`src/hdl/dpod_pkg.sv`:
```
package dpod_pkg;

  localparam int YEAR_W  = 14;
  localparam int MONTH_W = 4;
  localparam int DAY_W   = 5;
  localparam int COUNT_W = 22;
  // day numbers reach about 6e6 for year 16383
  localparam int DNUM_W  = 23;
  localparam int MULK_W  = 13;
  localparam int PROD_W  = YEAR_W + MULK_W;
  localparam int CENT_W  = 8;
  localparam int CUM_W   = 9;

  typedef logic [YEAR_W-1:0]  year_t;
  typedef logic [MONTH_W-1:0] month_t;
  typedef logic [DAY_W-1:0]   day_t;
  typedef logic [DNUM_W-1:0]  dnum_t;
  typedef logic [COUNT_W-1:0] count_t;
  typedef logic [MULK_W-1:0]  mulk_t;

  // floor(y / 100) as (y * RECIP100) >> RECIP_SHIFT, exact for 14-bit years
  localparam mulk_t RECIP100    = 13'd5243;
  localparam int    RECIP_SHIFT = 19;
  localparam mulk_t YEAR_DAYS   = 13'd365;
  localparam month_t FEB        = 4'd2;
  localparam month_t DEC        = 4'd12;
  localparam day_t   FEB_LEAP   = 5'd29;
  localparam count_t COUNT_MAX  = '1;

  localparam day_t MONTH_LEN [12] = '{
    5'd31, 5'd28, 5'd31, 5'd30, 5'd31, 5'd30,
    5'd31, 5'd31, 5'd30, 5'd31, 5'd30, 5'd31
  };

  localparam logic [CUM_W-1:0] DAYS_BEFORE [12] = '{
    9'd0,   9'd31,  9'd59,  9'd90,  9'd120, 9'd151,
    9'd181, 9'd212, 9'd243, 9'd273, 9'd304, 9'd334
  };

  typedef struct packed {
    year_t  first_start_year;
    month_t first_start_month;
    day_t   first_start_day;
    year_t  first_end_year;
    month_t first_end_month;
    day_t   first_end_day;
    year_t  second_start_year;
    month_t second_start_month;
    day_t   second_start_day;
    year_t  second_end_year;
    month_t second_end_month;
    day_t   second_end_day;
  } dates_t;

  typedef struct packed {
    count_t shared_days;
    logic   invalid_date;
  } result_t;

  typedef struct packed {
    year_t  year;
    month_t month;
    day_t   day;
  } date_t;

  // one date takes these eight steps on the shared unit
  typedef enum logic [2:0] {
    STEP_RECIP,
    STEP_YEAR,
    STEP_LOAD,
    STEP_QUAD,
    STEP_CENT,
    STEP_QCENT,
    STEP_MONTH,
    STEP_DAY
  } step_t;

  typedef enum logic [1:0] {
    ST_IDLE,
    ST_CONV,
    ST_BOUND,
    ST_COUNT
  } state_t;

  typedef struct packed {
    logic  run;
    step_t step;
  } unit_ctl_t;

  function automatic day_t month_length(month_t m, logic leap);
    logic [3:0] idx;
    idx = 4'(m - 4'd1);
    if (m == '0 || m > DEC) begin
      return '0;
    end
    if (m == FEB && leap) begin
      return FEB_LEAP;
    end
    return MONTH_LEN[idx];
  endfunction

  function automatic logic [CUM_W-1:0] days_before(month_t m, logic leap);
    logic [3:0] idx;
    idx = 4'(m - 4'd1);
    if (m == '0 || m > DEC) begin
      return '0;
    end
    return DAYS_BEFORE[idx] + CUM_W'(leap && m > FEB);
  endfunction

endpackage

```
`src/hdl/dpod_chan_if.sv`:
```
interface dpod_chan_if #(
  parameter type payload_t = logic
) ();
  logic     valid;
  logic     ready;
  payload_t data;

  modport source (output valid, output data, input ready);
  modport sink (input valid, input data, output ready);
endinterface

```
`src/hdl/dpod_day_unit.sv`:
```
module dpod_day_unit (
  input  logic              clk,
  input  dpod_pkg::unit_ctl_t ctl,
  input  dpod_pkg::date_t   date,
  output dpod_pkg::dnum_t   dnum,
  output logic              ok
);
  import dpod_pkg::*;

  logic [PROD_W-1:0] prod;
  logic [CENT_W-1:0] cent;
  dnum_t             acc;

  mulk_t             mul_k;
  year_t             cent_x100;
  year_t             rem;
  logic              rem_nz;
  logic              leap;
  logic [YEAR_W-2:0] c4;
  logic [CENT_W-1:0] c100;
  logic [CENT_W-3:0] c400;
  dnum_t             term;
  dnum_t             opa;
  logic              sub;
  dnum_t             sum;

  // shared multiplier: reciprocal of 100 first, then days per year
  assign mul_k = (ctl.step == STEP_RECIP) ? RECIP100 : YEAR_DAYS;

  // year split into centuries and remainder
  assign cent_x100 = YEAR_W'({cent, 6'b0}) + YEAR_W'({cent, 5'b0}) + YEAR_W'({cent, 2'b0});
  assign rem       = date.year - cent_x100;
  assign rem_nz    = |rem;
  assign leap      = (date.year[1:0] == 2'b00) && (rem_nz || cent[1:0] == 2'b00);

  // ceil(y/4), ceil(y/100), ceil(y/400)
  assign c4   = date.year[YEAR_W-1:2] + (YEAR_W-1)'(date.year[1:0] != 2'b00);
  assign c100 = cent + CENT_W'(rem_nz);
  assign c400 = cent[CENT_W-1:2] + (CENT_W-2)'(cent[1:0] != 2'b00 || rem_nz);

  assign ok = (date.day != '0) && (date.day <= month_length(date.month, leap));

  always_comb begin
    term = '0;
    sub  = 1'b0;
    unique case (ctl.step)
      STEP_RECIP: term = '0;
      STEP_YEAR:  term = '0;
      STEP_LOAD:  term = prod[DNUM_W-1:0];
      STEP_QUAD:  term = DNUM_W'(c4);
      STEP_CENT: begin
        term = DNUM_W'(c100);
        sub  = 1'b1;
      end
      STEP_QCENT: term = DNUM_W'(c400);
      STEP_MONTH: term = DNUM_W'(days_before(date.month, leap));
      STEP_DAY:   term = DNUM_W'(DAY_W'(date.day - 5'd1));
      default:    term = '0;
    endcase
  end

  // shared adder
  assign opa  = (ctl.step == STEP_LOAD) ? '0 : acc;
  assign sum  = opa + (sub ? ~term : term) + DNUM_W'(sub);
  assign dnum = sum;

  always_ff @(posedge clk) begin
    if (ctl.run) begin
      prod <= PROD_W'(date.year) * PROD_W'(mul_k);
      if (ctl.step == STEP_YEAR) begin
        cent <= prod[RECIP_SHIFT +: CENT_W];
      end
      if (ctl.step != STEP_RECIP && ctl.step != STEP_YEAR) begin
        acc <= sum;
      end
    end
  end

endmodule

```
`src/hdl/date_period_overlap_days.sv`:
```
// channel  | dir | payload                         | handshake
// ---------+-----+---------------------------------+-------------------
// dates    | in  | two periods, four y/m/d dates   | valid/ready
// result   | out | shared_days, invalid_date       | valid/ready
//
// an item runs from acceptance until its result is loaded through the
// 8 steps on the shared multiplier/adder for each of the four dates, the
// bound state to pick the later start and earlier end, and the count state
// to form the count; dates.ready is high only while the sequencer is idle
// a finished result sits in the output register; if it is still unclaimed
// when the next count is ready, the sequencer holds until result.ready
// rst (synchronous) clears the sequencer and the output valid
module date_period_overlap_days (
  input logic        clk,
  input logic        rst,
  dpod_chan_if.sink   dates,
  dpod_chan_if.source result
);
  import dpod_pkg::*;

  state_t    state;
  state_t    state_next;
  step_t     step;
  logic [1:0] idx;
  dates_t    item;
  dnum_t     n [4];
  logic      bad;
  dnum_t     lo;
  dnum_t     hi;
  result_t   out_data;
  logic      out_valid;

  unit_ctl_t ctl;
  date_t     cur;
  dnum_t     dnum;
  logic      ok;
  logic      accept;
  logic      load_out;
  logic      last_step;

  logic [DNUM_W:0] diff;
  dnum_t           cnt;
  count_t          count;

  // date presented to the shared unit
  always_comb begin
    case (idx)
      2'd0:    cur = '{item.first_start_year, item.first_start_month, item.first_start_day};
      2'd1:    cur = '{item.first_end_year, item.first_end_month, item.first_end_day};
      2'd2:    cur = '{item.second_start_year, item.second_start_month,
                       item.second_start_day};
      default: cur = '{item.second_end_year, item.second_end_month, item.second_end_day};
    endcase
  end

  dpod_day_unit u_day (
    .clk  (clk),
    .ctl  (ctl),
    .date (cur),
    .dnum (dnum),
    .ok   (ok)
  );

  assign last_step = (step == STEP_DAY) && (idx == 2'd3);

  // next state
  always_comb begin
    state_next = state;
    unique case (state)
      ST_IDLE: begin
        if (dates.valid) begin
          state_next = ST_CONV;
        end
      end
      ST_CONV: begin
        if (last_step) begin
          state_next = ST_BOUND;
        end
      end
      ST_BOUND: state_next = ST_COUNT;
      ST_COUNT: begin
        if (!out_valid || result.ready) begin
          state_next = ST_IDLE;
        end
      end
      default: state_next = ST_IDLE;
    endcase
  end

  // outputs of the sequencer
  always_comb begin
    dates.ready = 1'b0;
    ctl.run     = 1'b0;
    ctl.step    = step;
    load_out    = 1'b0;
    unique case (state)
      ST_IDLE:  dates.ready = 1'b1;
      ST_CONV:  ctl.run = 1'b1;
      ST_BOUND: ;
      ST_COUNT: load_out = !out_valid || result.ready;
      default:  ;
    endcase
  end

  assign accept = dates.valid && dates.ready;

  // overlap length, inclusive of both ends
  assign diff = {1'b0, hi} - {1'b0, lo};
  assign cnt  = diff[DNUM_W-1:0] + DNUM_W'(1);

  always_comb begin
    if (bad || diff[DNUM_W]) begin
      count = '0;
    end else if (cnt > DNUM_W'(COUNT_MAX)) begin
      count = COUNT_MAX;
    end else begin
      count = cnt[COUNT_W-1:0];
    end
  end

  always_ff @(posedge clk) begin
    if (rst) begin
      state     <= ST_IDLE;
      step      <= STEP_RECIP;
      idx       <= '0;
      out_valid <= 1'b0;
    end else begin
      state <= state_next;
      if (state == ST_CONV) begin
        // wraps back to the first step of the first date after the last one
        step <= step_t'(step + 3'd1);
        if (step == STEP_DAY) begin
          idx <= idx + 2'd1;
        end
      end
      if (load_out) begin
        out_valid <= 1'b1;
      end else if (result.ready) begin
        out_valid <= 1'b0;
      end
    end
  end

  always_ff @(posedge clk) begin
    if (accept) begin
      item <= dates.data;
      bad  <= 1'b0;
    end
    if (state == ST_CONV && step == STEP_DAY) begin
      n[idx] <= dnum;
      bad    <= bad | !ok;
    end
    if (state == ST_BOUND) begin
      lo <= (n[0] > n[2]) ? n[0] : n[2];
      hi <= (n[1] < n[3]) ? n[1] : n[3];
    end
    if (load_out) begin
      out_data.shared_days  <= count;
      out_data.invalid_date <= bad;
    end
  end

  assign result.valid = out_valid;
  assign result.data  = out_data;

`ifndef SYNTHESIS
  // a flagged item never reports shared days
  a_invalid_zero: assert property (@(posedge clk) disable iff (rst)
    result.valid && result.data.invalid_date |-> result.data.shared_days == '0)
    else $error("invalid item reports nonzero shared days");

  // the sequencer reaches the bound state once the four conversions are done
  a_conv_len: assert property (@(posedge clk) disable iff (rst)
    accept |-> ##33 state == ST_BOUND)
    else $error("date conversion length wrong");

  // step and date counters rest at zero outside conversion
  a_counters_home: assert property (@(posedge clk) disable iff (rst)
    state != ST_CONV |-> step == STEP_RECIP && idx == 2'd0)
    else $error("sequencer counters not at rest");
`endif

endmodule
```
`src/flat_wrapper.sv`:
```
// flat-port wrapper written by rule: the top's interface ports become plain ports
module date_period_overlap_days_flat import dpod_pkg::*;
  (clk, rst, dates_valid, dates_data, dates_ready, result_valid, result_data, result_ready);
  dpod_chan_if dates_i ();
  dpod_chan_if result_i ();
  input logic clk;
  input logic rst;
  input wire logic [$bits(dates_i.valid)-1:0] dates_valid;
  input wire logic [$bits(dates_i.data)-1:0] dates_data;
  output wire logic [$bits(dates_i.ready)-1:0] dates_ready;
  output wire logic [$bits(result_i.valid)-1:0] result_valid;
  output wire logic [$bits(result_i.data)-1:0] result_data;
  input wire logic [$bits(result_i.ready)-1:0] result_ready;
  assign dates_i.valid = dates_valid;
  assign dates_i.data = dates_data;
  assign dates_ready = dates_i.ready;
  assign result_valid = result_i.valid;
  assign result_data = result_i.data;
  assign result_i.ready = result_ready;
  date_period_overlap_days u_core (.clk(clk), .rst(rst), .dates(dates_i), .result(result_i));
endmodule
```
`config.mk`:
```
export PLATFORM = sky130hd
export DESIGN_NAME = date_period_overlap_days_flat
export DESIGN_NICKNAME = d
export VERILOG_FILES = /design/src/hdl/dpod_pkg.sv /design/src/hdl/dpod_chan_if.sv /design/src/hdl/dpod_day_unit.sv /design/src/hdl/date_period_overlap_days.sv /design/src/flat_wrapper.sv
export SDC_FILE = /design/constraint.sdc
export NUM_CORES = 1
export LEC_CHECK = 0
export ABC_AREA = 1
export BUFFER_PORTS_ARGS = -buffer_cell sky130_fd_sc_hd__buf_4
export CAP_MARGIN = 20
export CORE_AREA = 3 3 40 42
export CTS_BUF_LIST = sky130_fd_sc_hd__clkbuf_4 sky130_fd_sc_hd__clkbuf_8
export DETAILED_ROUTE_END_ITERATION = 8
export DIE_AREA = 0 0 43 45
export GPL_ROUTABILITY_DRIVEN = 0
export PLACE_DENSITY = 0.6
export SYNTH_ARGS = -nofsm -noshare
export SYNTH_HDL_FRONTEND = slang
export SYNTH_SLANG_ARGS = --single-unit
```
`constraint.sdc`:
```
create_clock -name clk -period 2.5 [get_ports clk]
set_input_delay 0 -clock clk [delete_from_list [all_inputs] [get_ports clk]]
set_output_delay 0 -clock clk [all_outputs]
set_load 0.02 [all_outputs]
```
# Word-level counts from Yosys, hierarchy flattened
# Memories as Yosys holds them, arrays and structs flattened.
# Cells that the tools add are included.
# W data, S select, Z words.
op_classes:
  n_addsub: 6
  mul: 1
  magnitude_cmp: 3
  eq_ne: 12
  mux: 22
  bitwise: 2
  n_reduce_logical: 25
ops:
  columns: ["cell", "n"]
  rows:
  - ["$mux W5", 6]
  - ["$mul A14 B13 Y27 const A", 1]
  - ["$add A14 B10 Y14", 1]
  - ["$add A14 B13 Y14", 1]
  - ["$reduce_or A14 Y1", 1]
  - ["$sub A14 B14 Y14 const A", 1]
  - ["$mux W13", 1]
  - ["$mux W1", 11]
  - ["$eq A2 B2 Y1 const B", 4]
  - ["$pmux W2 S4", 1]
  - ["$logic_and A1 B1 Y1", 6]
  - ["$logic_not A2 Y1", 3]
  - ["$mux W2", 3]
  - ["$ge A5 B5 Y1 const B", 1]
  - ["$le A5 B5 Y1", 1]
  - ["$not A4 Y5", 1]
  - ["$reduce_bool A5 Y1", 1]
  - ["$eq A2 B1 Y1 const B", 2]
  - ["$eq A4 B2 Y1 const AB", 1]
  - ["$gt A4 B4 Y1 const AB", 1]
  - ["$logic_not A4 Y1 const A", 1]
  - ["$ne A2 B1 Y1 const B", 2]
  - ["$reduce_and A2 Y1", 2]
  - ["$reduce_bool A2 Y1", 2]
  - ["other kinds (13)", 16]
totals:
  register_bits: 46
  romBits: 80
  in_bits: 5
  output_inout_bits: 3
  word_cells: 81
  mem_count: 1
memory_table:
  columns: ["name", "depth", "word_bits", "rd", "rd_ports_with_merged_regs", "write_ports", "line", "source"]
  rows:
  - ["(no name shown)", 16, 5, 1, 0, 0, "dpod_pkg.sv:99", "return MONTH_LEN[idx];"]

# Longest topological paths before layout
logic_depth:
  depth_word: 16
  mapped_depth: 8
  depth_no_buf: 8

# Hierarchy
# From an unflattened synthesis, not the netlist that was laid out.
unflattened:
  cells_unflattened: 1345
  hier_area_um2: 10881.7
by_module_without_submodules:
  columns: ["module", "n_inst", "cells_each", "area_per_inst_um2", "seq_area_each_um2"]
  rows:
  - ["dpod_day_unit", 1, 1277, 10318.6, 1741.7]
  - ["date_period_overlap_days", 1, 68, 563.0, 250.2]

# Worst setup path before layout
# No wires, ideal clock.
synth_path:
  kind: "register -> register"
  from: "register u_core.state[0]"
  to: "register u_core.state[0]"
  setup_ns: 0.110
  t_arrival_ns: 1.047
  t_required_ns: 2.390
  path_slack_ns: 1.343
  path_stages_with_launch: 8
  path_buffers: 0
  synth_period_minus_slack_ns: 1.157
  cell_sequence: "dfxtp_1 > inv_1 > ha_1 > nand2_1 > nand3_1 > nand2_1 > inv_1 > nor2_1"
synth_between:
  elab_chain_len: 3
  elab_cells_between_ends: 9
  cone_classes: "eq/ne (6); mux (1); reduce/logical (2)"
synth_rtl:
  columns: ["item", "line", "source"]
  rows:
  - ["start, declared", "date_period_overlap_days.sv:21", "state_t state;"]
  - ["start signal, assigned", "date_period_overlap_days.sv:128", "state <= state_next;"]
  - ["$eq A2 B1 Y1, or another cell as far along", "date_period_overlap_days.sv:69", "unique case (state)"]
  - ["$ne A2 B1 Y1 (no source line) / $ne A2 B2 Y1 (equally long branches)", null, null]
  - ["$reduce_and A3 Y1 (no source line)", null, null]
# Parallel ways exist; a longest one is shown, timed or not.
# A chain may end at the register's enable or synchronous reset.

# Worst setup path after layout
layout_path:
  from: "register u_core.state[1]"
  to: "register u_core.state[1]"
# Same word-level chain as after synthesis.

==> metrics.txt <==
Post-Route WL=862 um; CTS buffer count=3; vias in the first global route=388; dpl hpwl=690 um; GRT overflow=0; R2R depth=7; WHS=8.33 ps; initial drt markers=1; Worst Path Required=2660 ps; Total Power=632 uW; synthesized area=512 um2; Final TNS setup=0 ps; Synth Area per Inst=8.25 um2; Pre-antenna DRT Iters=2; Worst Path Arrival=1430 ps; CTS tree=yes; area grow syn2layout=20.3%; Clk Latency, worst-skew pair=260 ps; relative slew slack=83.0%; min cycle time layout=1270 ps; Syn Nets=75; Worst VDD drop=0.000421 V; Hold EP=u_core.result.valid; status=finished, final reports clean; Max Root-Sink Buffers=2; Startpoint Class=register; GRT Overall Usage=10.9%; via count=405; synth unique cells=13; Fin Clk Skew=4.07 ps; Worst Setup End Kind=register; max-cap violations=0; hold depth=4; RSZ-0062 raised after global routing=false; Worst Max-Slew Pin Slew=255 ps; Yosys reg bits=10; CTS clk-pin slew, worst paths=70 ps; num rows=13; clk sinks=10; Avg WL per Cell=9.80 um; initial antenna violation count=0; worst reg-to-reg setup slack=1230 ps; DR vias/cell=4.60; n_diodes=0; power density over cell area=1030 nW/um2; CP max FO=6; Initial Util=39.8%; Place WS=1240 ps; Core ar.=1280 um2; sequential area share after synthesis=43.0%; Crit Reg-Reg Endpoint=u_core.state[1]; Nets=87; Root Driver=clkbuf_4; die span in y=45 um; Final period util=50.9%; final setup fails=0; Fin. Hold Viols=0; IO Pins=8; postcts setup bufs=0; Post-Synth XOR/XNOR Area=3.42%; IO buf count=6; reg2reg start=u_core.state[1]; H-tree Lvls=1; Slew Limit Fails=0; hold_sp=result_ready; Synth Warn #=0; first-pass GRT wire length=1520 um; largest net degree at the start of global routing=7; largest family of logic cells by synthesized area=simple AND/OR/NAND/NOR gates; area share of fa/ha/maj cells after synthesis=19.6%; Setup CP Type=register to register; cell count after synthesis=62; share of cells above drive strength 1=15.1%; die area=1940 um2; post-synthesis mux area share=0%; max frequency=786 MHz; ANT nets after route=0; Min-Delay Path Class=input port to register; simple logic cell fraction of the synthesized area=21.0%; Residual DRC=0; Die X=43 um; most frequent cells in the layout=11 x inv_1, 11 x nor2_1, 10 x nand2_1; Compound-Gate Fraction of Synth Area=4.89%; Final WS setup=1230 ps; Pleak=0.000330 uW; # resized after CTS=0
==> state kept, by name (all words and copies together), names as in the netlist <==
register / flops
u_core.step: 3
u_core.idx: 2
u_core.state: 2
u_core.bad: 1
u_core.result.data: 1
u_core.result.valid: 1
==> routing by layer <==
metal,up-vias,share of wire [%],global-route usage [%]
li1,215,-,-
met1,178,47,12.5
met2,8,44,17.4
met3,4,5.7,2.39
met4,0,2.7,9.04
met5,-,0,0
==> area by class of cell <==
| cell class | count | area, um2 |
|---|---|---|
| clock buffer | 4 | 30.0 |
| fill | 133 | 669 |
| inverter | 11 | 41.3 |
| multi-input combinational | 41 | 250 |
| sequential | 10 | 220 |
| tap | 15 | 18.8 |
| timing repair buffer | 7 | 55.1 |
==> power breakdown <==
part | internal [uW] | switching [uW] | total (uW) | leakage (uW)
Clock | 72.5 | 54.4 | 127 | 0.0000184
Sequential | 211 | 26.5 | 237 | 0.0000845
Combinational | 110 | 157 | 267 | 0.000227
Total | 393 | 238 | 632 | 0.000330
==> through the flow <==
step / area (um2) / cells / util [%]
after floorplan: 512 / 62 / -
after global placement: 576 / 83 / 44.8
after global routing: 616 / 88 / 47.9
after CTS: 616 / 88 / 47.9
after detailed placement: 576 / 83 / 44.8
final: 616 / 88 / 47.9
==> kinds of logic after synthesis <==
kind of cell	Yosys count
flops	10
xor+xnor	2
buf+inv	11
compound gates	5
fa+ha+maj	8
simple gates	26
==> worst max-delay path, stage by stage (launching register included) <==
cell and delay [ps]:
dfxtp_1 330, inv_1 130, ha_1 320, nand2_1 130, nand3_1 120, nand2_1 60, inv_1 50, nor2_1 40
==> synth_stat cells (all sizes together) <==
cell type / instances / area share, %
nand4: 2 / 2.4
xor2: 1 / 1.7
xnor2: 1 / 1.7
inv: 11 / 8.1
nand2: 11 / 8.6
ha: 8 / 20
nand3: 2 / 2.0
dfxtp: 8 / 31
nor2: 11 / 8.1
a21oi: 2 / 2.0
edfxtp: 2 / 12
o21ai: 3 / 2.9
==> repair_timing <==
action	in CTS	in global routing
hold buffers	1	0
endpoints found under the hold margin	3	0
endpoints found under the setup margin	0	0
==> worst max path at each step <==
stage                               start               to  slack (ps)  cells past startpoint
final                     u_core.state[1]  u_core.state[1]        1230                      7
after global routing      u_core.state[1]  u_core.state[0]        1100                      7
after CTS                 u_core.state[1]  u_core.state[1]        1230                      7
after detailed placement  u_core.state[1]  u_core.state[1]        1240                      7
after global placement    u_core.state[1]  u_core.state[0]        1280                      7
after floorplan           u_core.state[0]  u_core.state[0]        1340                      7
(Power assumes the default switching activity.)
